### src/rtl/shortest_path_next_hop_defines.svh
// Assertion macros for the RTL that checks itself.
`ifndef SHORTEST_PATH_NEXT_HOP_DEFINES_SVH
`define SHORTEST_PATH_NEXT_HOP_DEFINES_SVH

`ifndef SYNTHESIS
// Same-cycle implication, sampled on clk, off during reset.
`define SPNH_ASSERT_IMP(lbl, ante, cons, msg) \
    lbl: assert property (@(posedge clk) disable iff (!rst_n) (ante) |-> (cons)) \
        else $error(msg);
// Next-cycle implication, sampled on clk, off during reset.
`define SPNH_ASSERT_NXT(lbl, ante, cons, msg) \
    lbl: assert property (@(posedge clk) disable iff (!rst_n) (ante) |=> (cons)) \
        else $error(msg);
`else
`define SPNH_ASSERT_IMP(lbl, ante, cons, msg)
`define SPNH_ASSERT_NXT(lbl, ante, cons, msg)
`endif

`endif

### src/rtl/spnh_pkg.sv
package spnh_pkg;

    // Command codes
    localparam logic [1:0] OP_WRITE = 2'd0;
    localparam logic [1:0] OP_ROUTE = 2'd1;
    localparam logic [1:0] OP_READ  = 2'd2;

    // Path cost width and the saturated / unreachable value
    localparam int          PATH_W   = 16;
    localparam logic [15:0] COST_INF = 16'hFFFF;

    // Routing table: bit 4 flags a bad route, bits 3..0 hold the hop
    localparam int         TABLE_DEPTH = 16;
    localparam int         HOP_W       = 4;
    localparam int         ENTRY_W     = 5;
    localparam logic [4:0] ENTRY_BAD   = 5'h10;

    typedef enum logic [8:0] {
        ST_CLEAR     = 9'b000000001,
        ST_IDLE      = 9'b000000010,
        ST_INIT      = 9'b000000100,
        ST_SCAN      = 9'b000001000,
        ST_PICK      = 9'b000010000,
        ST_RELAX     = 9'b000100000,
        ST_TRACE_RD  = 9'b001000000,
        ST_TRACE_CHK = 9'b010000000,
        ST_SPARE     = 9'b100000000
    } state_t;

endpackage

### src/rtl/shortest_path_next_hop.sv
// Ops 0 and 3 give no result; op 2 and op 1 toward an out-of-graph target or
// from an out-of-graph source give their result in the cycle after they are accepted.
// Op 1 search: init, then per visited node a scan, a pick and a relax pass over the
// single-read node memory, then a trace back along the predecessors to the source.
// Reset: clearing pass over all NODE_COUNT*NODE_COUNT link-cost words with busy high;
// routing table returns to identity. Results last one cycle; receiver cannot stall.
`include "shortest_path_next_hop_defines.svh"

module shortest_path_next_hop #(
    parameter int NODE_COUNT = 15,
    parameter int COST_BITS  = 8
) (
    input  logic       clk,
    input  logic       rst_n,
    input  logic       cfg_we,
    input  logic [3:0] cfg_wdata,
    input  logic       start,
    output logic       busy,
    input  logic [1:0] op,
    input  logic [3:0] from_node,
    input  logic [3:0] to_node,
    input  logic [7:0] link_cost,
    input  logic [3:0] target_node,
    output logic       done,
    output logic       route_valid,
    output logic [3:0] next_hop
);

    localparam int IDX_W  = $clog2(NODE_COUNT);
    localparam int CNT_W  = $clog2(NODE_COUNT + 1);
    localparam int MAT_D  = NODE_COUNT * NODE_COUNT;
    localparam int MAT_AW = $clog2(MAT_D);
    localparam int PW     = spnh_pkg::PATH_W;
    localparam int NODE_W = PW + IDX_W + 1;

    spnh_pkg::state_t state_reg, state_next;

    logic [CNT_W-1:0]  cnt_reg, cnt_next;
    logic [MAT_AW-1:0] clr_reg, clr_next;
    logic              pv_reg, pv_next;
    logic [IDX_W-1:0]  pidx_reg, pidx_next;
    logic [PW-1:0]     best_reg, best_next;
    logic              found_reg, found_next;
    logic [IDX_W-1:0]  pick_reg, pick_next;
    logic [IDX_W-1:0]  cur_reg, cur_next;
    logic [PW-1:0]     cur_cost_reg, cur_cost_next;
    logic [MAT_AW-1:0] row_base_reg, row_base_next;
    logic [IDX_W-1:0]  hop_reg, hop_next;
    logic [3:0]        tgt_reg, tgt_next;
    logic [IDX_W-1:0]  src_reg, src_next;
    logic [3:0]        own_address_reg;

    logic       done_reg, done_next;
    logic       route_valid_reg, route_valid_next;
    logic [3:0] next_hop_reg, next_hop_next;

    logic [spnh_pkg::ENTRY_W-1:0] route_table_reg [spnh_pkg::TABLE_DEPTH];
    logic                         tbl_we;
    logic [3:0]                   tbl_waddr;
    logic [spnh_pkg::ENTRY_W-1:0] tbl_wdata;

    logic                 mat_we;
    logic [MAT_AW-1:0]    mat_waddr, mat_raddr;
    logic [COST_BITS-1:0] mat_wdata, mat_rdata;

    logic              node_we;
    logic [IDX_W-1:0]  node_waddr, node_raddr;
    logic [NODE_W-1:0] node_wdata, node_rdata;

    logic              accept;
    logic              tgt_in, src_in, from_in, to_in;
    logic [PW-1:0]     rd_cost;
    logic [IDX_W-1:0]  rd_pred;
    logic              rd_vis;
    logic [PW:0]       sum;
    logic [PW-1:0]     new_cost;
    logic [IDX_W-1:0]  tgt_idx;
    logic              last_cnt;
    logic [spnh_pkg::ENTRY_W-1:0] fin_entry;
    logic              fin;

    assign busy        = (state_reg != spnh_pkg::ST_IDLE);
    assign done        = done_reg;
    assign route_valid = route_valid_reg;
    assign next_hop    = next_hop_reg;
    assign accept      = start && !busy;

    assign tgt_in  = 32'(target_node) < 32'(NODE_COUNT);
    assign src_in  = 32'(own_address_reg) < 32'(NODE_COUNT);
    assign from_in = 32'(from_node) < 32'(NODE_COUNT);
    assign to_in   = 32'(to_node) < 32'(NODE_COUNT);

    assign rd_cost  = node_rdata[PW-1:0];
    assign rd_pred  = node_rdata[PW+IDX_W-1:PW];
    assign rd_vis   = node_rdata[NODE_W-1];
    assign sum      = {1'b0, cur_cost_reg} + (PW+1)'(mat_rdata);
    assign new_cost = sum[PW] ? spnh_pkg::COST_INF : sum[PW-1:0];
    assign tgt_idx  = IDX_W'(tgt_reg);
    assign last_cnt = (cnt_reg == CNT_W'(NODE_COUNT));

    spnh_ram #(.WIDTH(COST_BITS), .DEPTH(MAT_D)) u_mat (
        .clk   (clk),
        .we    (mat_we),
        .waddr (mat_waddr),
        .wdata (mat_wdata),
        .raddr (mat_raddr),
        .rdata (mat_rdata)
    );

    spnh_ram #(.WIDTH(NODE_W), .DEPTH(NODE_COUNT)) u_node (
        .clk   (clk),
        .we    (node_we),
        .waddr (node_waddr),
        .wdata (node_wdata),
        .raddr (node_raddr),
        .rdata (node_rdata)
    );

    // Sequencer: clear, init, scan for cheapest, relax its row, trace back
    always_comb
    begin
        state_next       = state_reg;
        cnt_next         = cnt_reg;
        clr_next         = clr_reg;
        pv_next          = 1'b0;
        pidx_next        = pidx_reg;
        best_next        = best_reg;
        found_next       = found_reg;
        pick_next        = pick_reg;
        cur_next         = cur_reg;
        cur_cost_next    = cur_cost_reg;
        row_base_next    = row_base_reg;
        hop_next         = hop_reg;
        tgt_next         = tgt_reg;
        src_next         = src_reg;
        done_next        = 1'b0;
        route_valid_next = route_valid_reg;
        next_hop_next    = next_hop_reg;
        tbl_we           = 1'b0;
        tbl_waddr        = tgt_reg;
        tbl_wdata        = spnh_pkg::ENTRY_BAD;
        mat_we           = 1'b0;
        mat_waddr        = clr_reg;
        mat_wdata        = '0;
        mat_raddr        = row_base_reg + MAT_AW'(cnt_reg);
        node_we          = 1'b0;
        node_waddr       = pidx_reg;
        node_wdata       = node_rdata;
        node_raddr       = cnt_reg[IDX_W-1:0];
        fin              = 1'b0;
        fin_entry        = spnh_pkg::ENTRY_BAD;

        case (state_reg)
            spnh_pkg::ST_CLEAR:
            begin
                mat_we   = 1'b1;
                clr_next = clr_reg + 1'b1;
                if (clr_reg == MAT_AW'(MAT_D - 1))
                begin
                    state_next = spnh_pkg::ST_IDLE;
                end
            end
            spnh_pkg::ST_IDLE:
            begin
                if (accept)
                begin
                    tgt_next = target_node;
                    src_next = IDX_W'(own_address_reg);
                    if (op == spnh_pkg::OP_WRITE)
                    begin
                        mat_we    = from_in && to_in;
                        mat_waddr = MAT_AW'(32'(from_node) * NODE_COUNT + 32'(to_node));
                        mat_wdata = COST_BITS'(link_cost);
                    end
                    else if (op == spnh_pkg::OP_READ
                             || (op == spnh_pkg::OP_ROUTE && !tgt_in))
                    begin
                        done_next        = 1'b1;
                        route_valid_next = !route_table_reg[target_node][4];
                        next_hop_next    = route_table_reg[target_node][4]
                                           ? 4'd0 : route_table_reg[target_node][3:0];
                    end
                    else if (op == spnh_pkg::OP_ROUTE)
                    begin
                        if (!src_in)
                        begin
                            tbl_waddr        = target_node;
                            tbl_we           = 1'b1;
                            done_next        = 1'b1;
                            route_valid_next = 1'b0;
                            next_hop_next    = 4'd0;
                        end
                        else
                        begin
                            cnt_next   = '0;
                            state_next = spnh_pkg::ST_INIT;
                        end
                    end
                end
            end
            spnh_pkg::ST_INIT:
            begin
                node_we    = 1'b1;
                node_waddr = cnt_reg[IDX_W-1:0];
                node_wdata = {1'b0, IDX_W'(0),
                              (cnt_reg[IDX_W-1:0] == src_reg) ? PW'(0) : spnh_pkg::COST_INF};
                cnt_next   = cnt_reg + 1'b1;
                if (cnt_reg == CNT_W'(NODE_COUNT - 1))
                begin
                    cnt_next   = '0;
                    best_next  = spnh_pkg::COST_INF;
                    found_next = 1'b0;
                    state_next = spnh_pkg::ST_SCAN;
                end
            end
            spnh_pkg::ST_SCAN:
            begin
                // Issue one read a cycle, compare the beat read last cycle
                if (!last_cnt)
                begin
                    pv_next   = 1'b1;
                    pidx_next = cnt_reg[IDX_W-1:0];
                    cnt_next  = cnt_reg + 1'b1;
                end
                if (pv_reg && !rd_vis && rd_cost < best_reg)
                begin
                    best_next  = rd_cost;
                    pick_next  = pidx_reg;
                    found_next = 1'b1;
                end
                if (last_cnt)
                begin
                    state_next = spnh_pkg::ST_PICK;
                end
            end
            spnh_pkg::ST_PICK:
            begin
                cnt_next = '0;
                if (!found_reg)
                begin
                    fin = 1'b1;
                end
                else if (pick_reg == tgt_idx)
                begin
                    if (tgt_idx == src_reg)
                    begin
                        fin       = 1'b1;
                        fin_entry = {1'b0, 4'(src_reg)};
                    end
                    else
                    begin
                        hop_next   = tgt_idx;
                        state_next = spnh_pkg::ST_TRACE_RD;
                    end
                end
                else
                begin
                    cur_next      = pick_reg;
                    cur_cost_next = best_reg;
                    row_base_next = MAT_AW'(32'(pick_reg) * NODE_COUNT);
                    state_next    = spnh_pkg::ST_RELAX;
                end
            end
            spnh_pkg::ST_RELAX:
            begin
                // Read the neighbor and its link together, write back from the registered read data
                if (!last_cnt)
                begin
                    pv_next   = 1'b1;
                    pidx_next = cnt_reg[IDX_W-1:0];
                    cnt_next  = cnt_reg + 1'b1;
                end
                if (pv_reg)
                begin
                    if (mat_rdata != '0 && new_cost < rd_cost)
                    begin
                        node_we    = 1'b1;
                        node_wdata = {rd_vis, cur_reg, new_cost};
                    end
                    else if (pidx_reg == cur_reg)
                    begin
                        node_we    = 1'b1;
                        node_wdata = {1'b1, rd_pred, rd_cost};
                    end
                end
                if (last_cnt)
                begin
                    cnt_next   = '0;
                    best_next  = spnh_pkg::COST_INF;
                    found_next = 1'b0;
                    state_next = spnh_pkg::ST_SCAN;
                end
            end
            spnh_pkg::ST_TRACE_RD:
            begin
                node_raddr = hop_reg;
                state_next = spnh_pkg::ST_TRACE_CHK;
            end
            spnh_pkg::ST_TRACE_CHK:
            begin
                // Step back one predecessor until the next one is the source, is out of range or the step limit is hit
                if (rd_pred == src_reg || 32'(rd_pred) >= 32'(NODE_COUNT))
                begin
                    fin       = 1'b1;
                    fin_entry = {1'b0, 4'(hop_reg)};
                end
                else if (cnt_reg == CNT_W'(NODE_COUNT - 1))
                begin
                    fin       = 1'b1;
                    fin_entry = {1'b0, 4'(rd_pred)};
                end
                else
                begin
                    hop_next   = rd_pred;
                    cnt_next   = cnt_reg + 1'b1;
                    state_next = spnh_pkg::ST_TRACE_RD;
                end
            end
            default:
            begin
                state_next = spnh_pkg::ST_IDLE;
            end
        endcase

        // Store and report the finished route
        if (fin)
        begin
            tbl_we           = 1'b1;
            tbl_wdata        = fin_entry;
            done_next        = 1'b1;
            route_valid_next = !fin_entry[4];
            next_hop_next    = fin_entry[4] ? 4'd0 : fin_entry[3:0];
            state_next       = spnh_pkg::ST_IDLE;
        end
    end

    // Control state
    always_ff @(posedge clk or negedge rst_n)
    begin
        if (!rst_n)
        begin
            state_reg       <= spnh_pkg::ST_CLEAR;
            clr_reg         <= '0;
            cnt_reg         <= '0;
            pv_reg          <= 1'b0;
            done_reg        <= 1'b0;
            own_address_reg <= 4'd0;
        end
        else
        begin
            state_reg <= state_next;
            clr_reg   <= clr_next;
            cnt_reg   <= cnt_next;
            pv_reg    <= pv_next;
            done_reg  <= done_next;
            if (cfg_we)
            begin
                own_address_reg <= cfg_wdata;
            end
        end
    end

    // Routing table, identity after reset
    always_ff @(posedge clk or negedge rst_n)
    begin
        if (!rst_n)
        begin
            for (int i = 0; i < spnh_pkg::TABLE_DEPTH; i++)
            begin
                route_table_reg[i] <= spnh_pkg::ENTRY_W'(i);
            end
        end
        else if (tbl_we)
        begin
            route_table_reg[tbl_waddr] <= tbl_wdata;
        end
    end

    // Datapath registers
    always_ff @(posedge clk)
    begin
        pidx_reg        <= pidx_next;
        best_reg        <= best_next;
        found_reg       <= found_next;
        pick_reg        <= pick_next;
        cur_reg         <= cur_next;
        cur_cost_reg    <= cur_cost_next;
        row_base_reg    <= row_base_next;
        hop_reg         <= hop_next;
        tgt_reg         <= tgt_next;
        src_reg         <= src_next;
        route_valid_reg <= route_valid_next;
        next_hop_reg    <= next_hop_next;
    end

    `SPNH_ASSERT_IMP(a_bad_hop_zero, done_reg && !route_valid_reg, next_hop_reg == 4'd0, "invalid route with nonzero hop")
    `SPNH_ASSERT_NXT(a_write_silent, accept && op == spnh_pkg::OP_WRITE, !done_reg, "link write gave a result")
    `SPNH_ASSERT_NXT(a_done_after_work, !busy && !start, !done_reg, "result without a command")

endmodule

### src/rtl/spnh_ram.sv
module spnh_ram #(
    parameter int WIDTH = 8,
    parameter int DEPTH = 16
) (
    input  logic                     clk,
    input  logic                     we,
    input  logic [$clog2(DEPTH)-1:0] waddr,
    input  logic [WIDTH-1:0]         wdata,
    input  logic [$clog2(DEPTH)-1:0] raddr,
    output logic [WIDTH-1:0]         rdata
);

    logic [WIDTH-1:0] mem [DEPTH];

    // Write one word, read one word registered
    always_ff @(posedge clk)
    begin
        if (we)
        begin
            mem[waddr] <= wdata;
        end
        rdata <= mem[raddr];
    end

endmodule
### config.mk
export PLATFORM = sky130hd
export DESIGN_NAME = shortest_path_next_hop
export DESIGN_NICKNAME = d
export VERILOG_FILES = /design/src/rtl/spnh_pkg.sv /design/src/rtl/shortest_path_next_hop.sv /design/src/rtl/spnh_ram.sv
export VERILOG_INCLUDE_DIRS = /design/src /design/src/rtl
export SDC_FILE = /design/constraint.sdc
export NUM_CORES = 2
export LEC_CHECK = 0
export BUFFER_PORTS_ARGS = -buffer_cell sky130_fd_sc_hd__clkbuf_2
export CORE_UTILIZATION = 29
export CTS_BUF_LIST = sky130_fd_sc_hd__clkbuf_4
export CTS_CLUSTER_DIAMETER = 40
export DETAILED_ROUTE_END_ITERATION = 10
export GPL_TIMING_DRIVEN = 0
export HOLD_SLACK_MARGIN = 0.12
export PLACE_DENSITY = 0.55
export SETUP_SLACK_MARGIN = 0.5
export SLEW_MARGIN = 20
export SYNTH_ARGS = -nofsm -noshare
export SYNTH_HDL_FRONTEND = slang
export SYNTH_SLANG_ARGS = --single-unit
### constraint.sdc
create_clock -name clk -period 5.5 [get_ports clk]
set_input_delay 1.1 -clock clk [delete_from_list [all_inputs] [get_ports clk]]
set_output_delay 1.1 -clock clk [all_outputs]
set_load 0.1 [all_outputs]
==> qor.csv <==
metric;value;unit
synthesized area;94000;µm²
area leader, netlist;edfxtp_1;
FF-to-FF path depth;9;
drt pass-1 iters;7;
Synth top cells by count;edfxtp_1, nand2_1, mux4_2;
vias in the first global route;56200;
worst skew pair latency;1.42;ns
Comb power frac;0.225;
FF-to-FF Start;state_reg[2];
core box area;322000;µm²
layout cells sized above 1;0.358;
clk sinks;2319;
P_leak;40.9;nW
synth warn;0;
clk root buf;clkbuf_4;
critical path launch point;state_reg[2];
CP max FO;10;
cell internal pwr;30.6;mW
final instance area;114000;µm²
DIE AREA;326000;µm²
Setup Crit Path Kind;reg -> reg;
max-cap viol count;0;
Gate Count Post-Synth;5240;
area grow syn2layout;20.9;%
synth unique cells;82;
Total GRT Usage;0.200;
Fmax;190;MHz
Pwr Total;45.1;mW
Hold Vio Cnt, Final;0;
clock power share;0.326;
initial core utilization;0.292;
DR WL/cell;30.8;µm
final period utilization;0.956;
# port buffers;36;
DP Area;102000;µm²
routed wire length;334000;µm
Sequential Power Share;0.448;
I/O Pins;37;
worst setup path endpoint;u_mat.mem[130][4];
crit path capture type;register;
worst slew pin tran;1.30;ns
first-pass GRT wire length;451000;µm
RSZ-0062 raised after global routing;yes;
# rows;208;
syn nets;5359;
pwr/cell area;397;nW/µm²
Sw Share;0.320;
max reg flops;1800;
RR Endpoint;u_mat.mem[130][4];
Routability Congestion;0.999;
placed cell count;9704;
EDFF count, synth;2184;
#FFs+latches synth;2319;
Worst-path clk slew;0.08;ns
DRC Markers;0;
Async SR Flop Fraction;0.0457;
Hold Crit Class;in -> async;
Die X-Extent;571;µm
clk_skew;0.177;ns
maximum vdd drop;0.000225;V
largest net degree at the start of global routing;78;
placed wire-length estimate;225000;µm
total CTS buffers;603;
height of the die;571;µm
FF-to-FF setup slack;0.24;ns
Seq/Total Area, Yosys;0.733;
most frequent cell after synthesis;edfxtp_1;
Layout Nets;6225;
endpoints failing setup;0;
CTS H-Tree Depth;6;
CTS tree;yes;
CP arrival;6.09;ns
synth top area cells;edfxtp_1, mux4_2, nand2_1;
Rel. slew slack;0.125;
post-route antenna net violation count;0;
deepest clock path buffer count;4;
via count;57700;
Vias/cell;5.32;
GRT Residual Overflow;0;
fin util;0.353;
final worst setup slack;0.241;ns
initial antenna violation count;19;
min Tclk post-route;5.26;ns
share of the synthesized area in the top cell type;0.698;
P_sw;14.4;mW
1st-iter DRT viols;8381;
Main synth FF type;edfxtp_1;
Worst Setup Start Kind;register;
Pins Over Slew Limit;0;
status;complete, no violations;
setup slack after placement;-1.97;ns
Cell Count, Final, Fillers Out;10800;
mean post-synth cell area;17.9;µm²
Req. time, crit path;6.33;ns
==> placed cells by master (no fill, tap or decap), types with 21 or more instances in the layout <==
cell / n
and2_1: 52
mux4_2: 518
nand2_2: 21
nand3_1: 110
buf_6: 46
clkinv_1: 101
edfxtp_1: 2184
buf_16: 35
xnor2_1: 36
dfstp_2: 33
buf_12: 75
nand2_1: 512
nor3_4: 57
nor2_4: 145
nor2_1: 102
dfxtp_1: 29
mux2_2: 39
nor3_2: 36
a311oi_1: 26
a21o_1: 25
clkinv_2: 23
clkbuf_4: 878
inv_1: 92
and3_1: 24
o21ai_0: 65
dfrtp_1: 73
a211oi_1: 96
nand4_1: 38
clkbuf_1: 89
mux2i_1: 63
a21oi_1: 117
buf_4: 125
buf_2: 34
a31oi_1: 65
ha_1: 75
clkbuf_2: 85
==> metrics by stage <==
| stage | TNS (ns) | hold slack [ns] |
|---|---|---|
| after CTS | 0 | 0.131 |
| after global placement | -5660.12 | 0.437 |
| after detailed placement | -2573.57 | 0.441 |
| after floorplan | 0 | 0.426 |
| final | 0 | 0.258 |
| after global routing | 0 | 0.206 |
==> worst max-delay path, cell delays in order (launching register included) <==
cell      delay [ns]
dfrtp_1         0.43
nor4_4          0.37
and4b_2         0.41
and3_1          0.27
clkbuf_1        0.41
clkbuf_2        0.50
nand3_1         0.17
o31ai_2         0.35
nand3_1         1.13
nor2_4          0.73
==> cell type report <==
type | instances | area, µm²
Inverter | 94 | 353
Fill cell | 30500 | 208000
Clock buffer | 845 | 6340
Multi-Input combinational cell | 2517 | 26000
Clock inverter | 175 | 1020
Timing Repair Buffer | 260 | 3640
Tap cell | 4305 | 5390
Antenna cell | 13 | 32.5
Buffer | 311 | 2010
Sequential cell | 2319 | 68900
==> metal layers <==
| metal | track usage | up-vias | wire length, µm |
|---|---|---|---|
| met3 | 0.0605 | 792 | 39700 |
| li1 | - | 23000 | - |
| met1 | 0.264 | 30000 | 128000 |
| met4 | 0.0852 | 10 | 15500 |
| met5 | 0 | - | 139 |
| met2 | 0.304 | 3862 | 150000 |
==> logic make-up (layout without fill, tap and decap cells) <==
logic type / count (synthesis) / after routing / synth area share
flip-flops: 2319 / 2319 / 0.733
AND/OR/NAND/NOR: 1237 / 1238 / 0.0590
adder cells (fa/ha/maj): 89 / 89 / 0.0130
XOR/XNOR: 55 / 55 / 0.00513
multiplexers: 634 / 634 / 0.137
AO/OA/AOI/OAI: 501 / 501 / 0.0348
buffers and inverters: 405 / 1685 / 0.0180
other: 0 / 13 / 0
==> what timing repair did <==
item                                     CTS  global route
gates resized for setup                  404           288
hold endpoints to repair                  97             0
pin swaps                                 35            55
hold buffers                              14             0
endpoints found under the setup margin  2300          2116
gates cloned                               0             1
buffers inserted                          23            63
==> worst min path at each step <==
| stage | startpoint | endpoint | slack, ns | cells after the start |
|---|---|---|---|---|
| after global placement | best_reg[14] | cur_cost_reg[14] | 0.44 | 0 |
| final | rst_n | route_table_reg[72] | 0.26 | 2 |
| after detailed placement | best_reg[10] | cur_cost_reg[10] | 0.44 | 0 |
| after floorplan | best_reg[10] | cur_cost_reg[10] | 0.43 | 0 |
| after CTS | rst_n | route_table_reg[72] | 0.13 | 2 |
| after global routing | rst_n | route_table_reg[72] | 0.21 | 2 |
==> power by group through the flow <==
stage          Sequential, mW  Combinational (mW)  Clock, mW
5_1_grt                  20.2                10.3       15.8
3_3_place_gp             20.6                8.99          0
3_5_place_dp             20.6                9.47          0
6_report                 20.2                10.1       14.7
4_1_cts                  20.2                9.87       14.9
2_1_floorplan            20.5                4.70          0
Power figures use the tool's default switching activity.
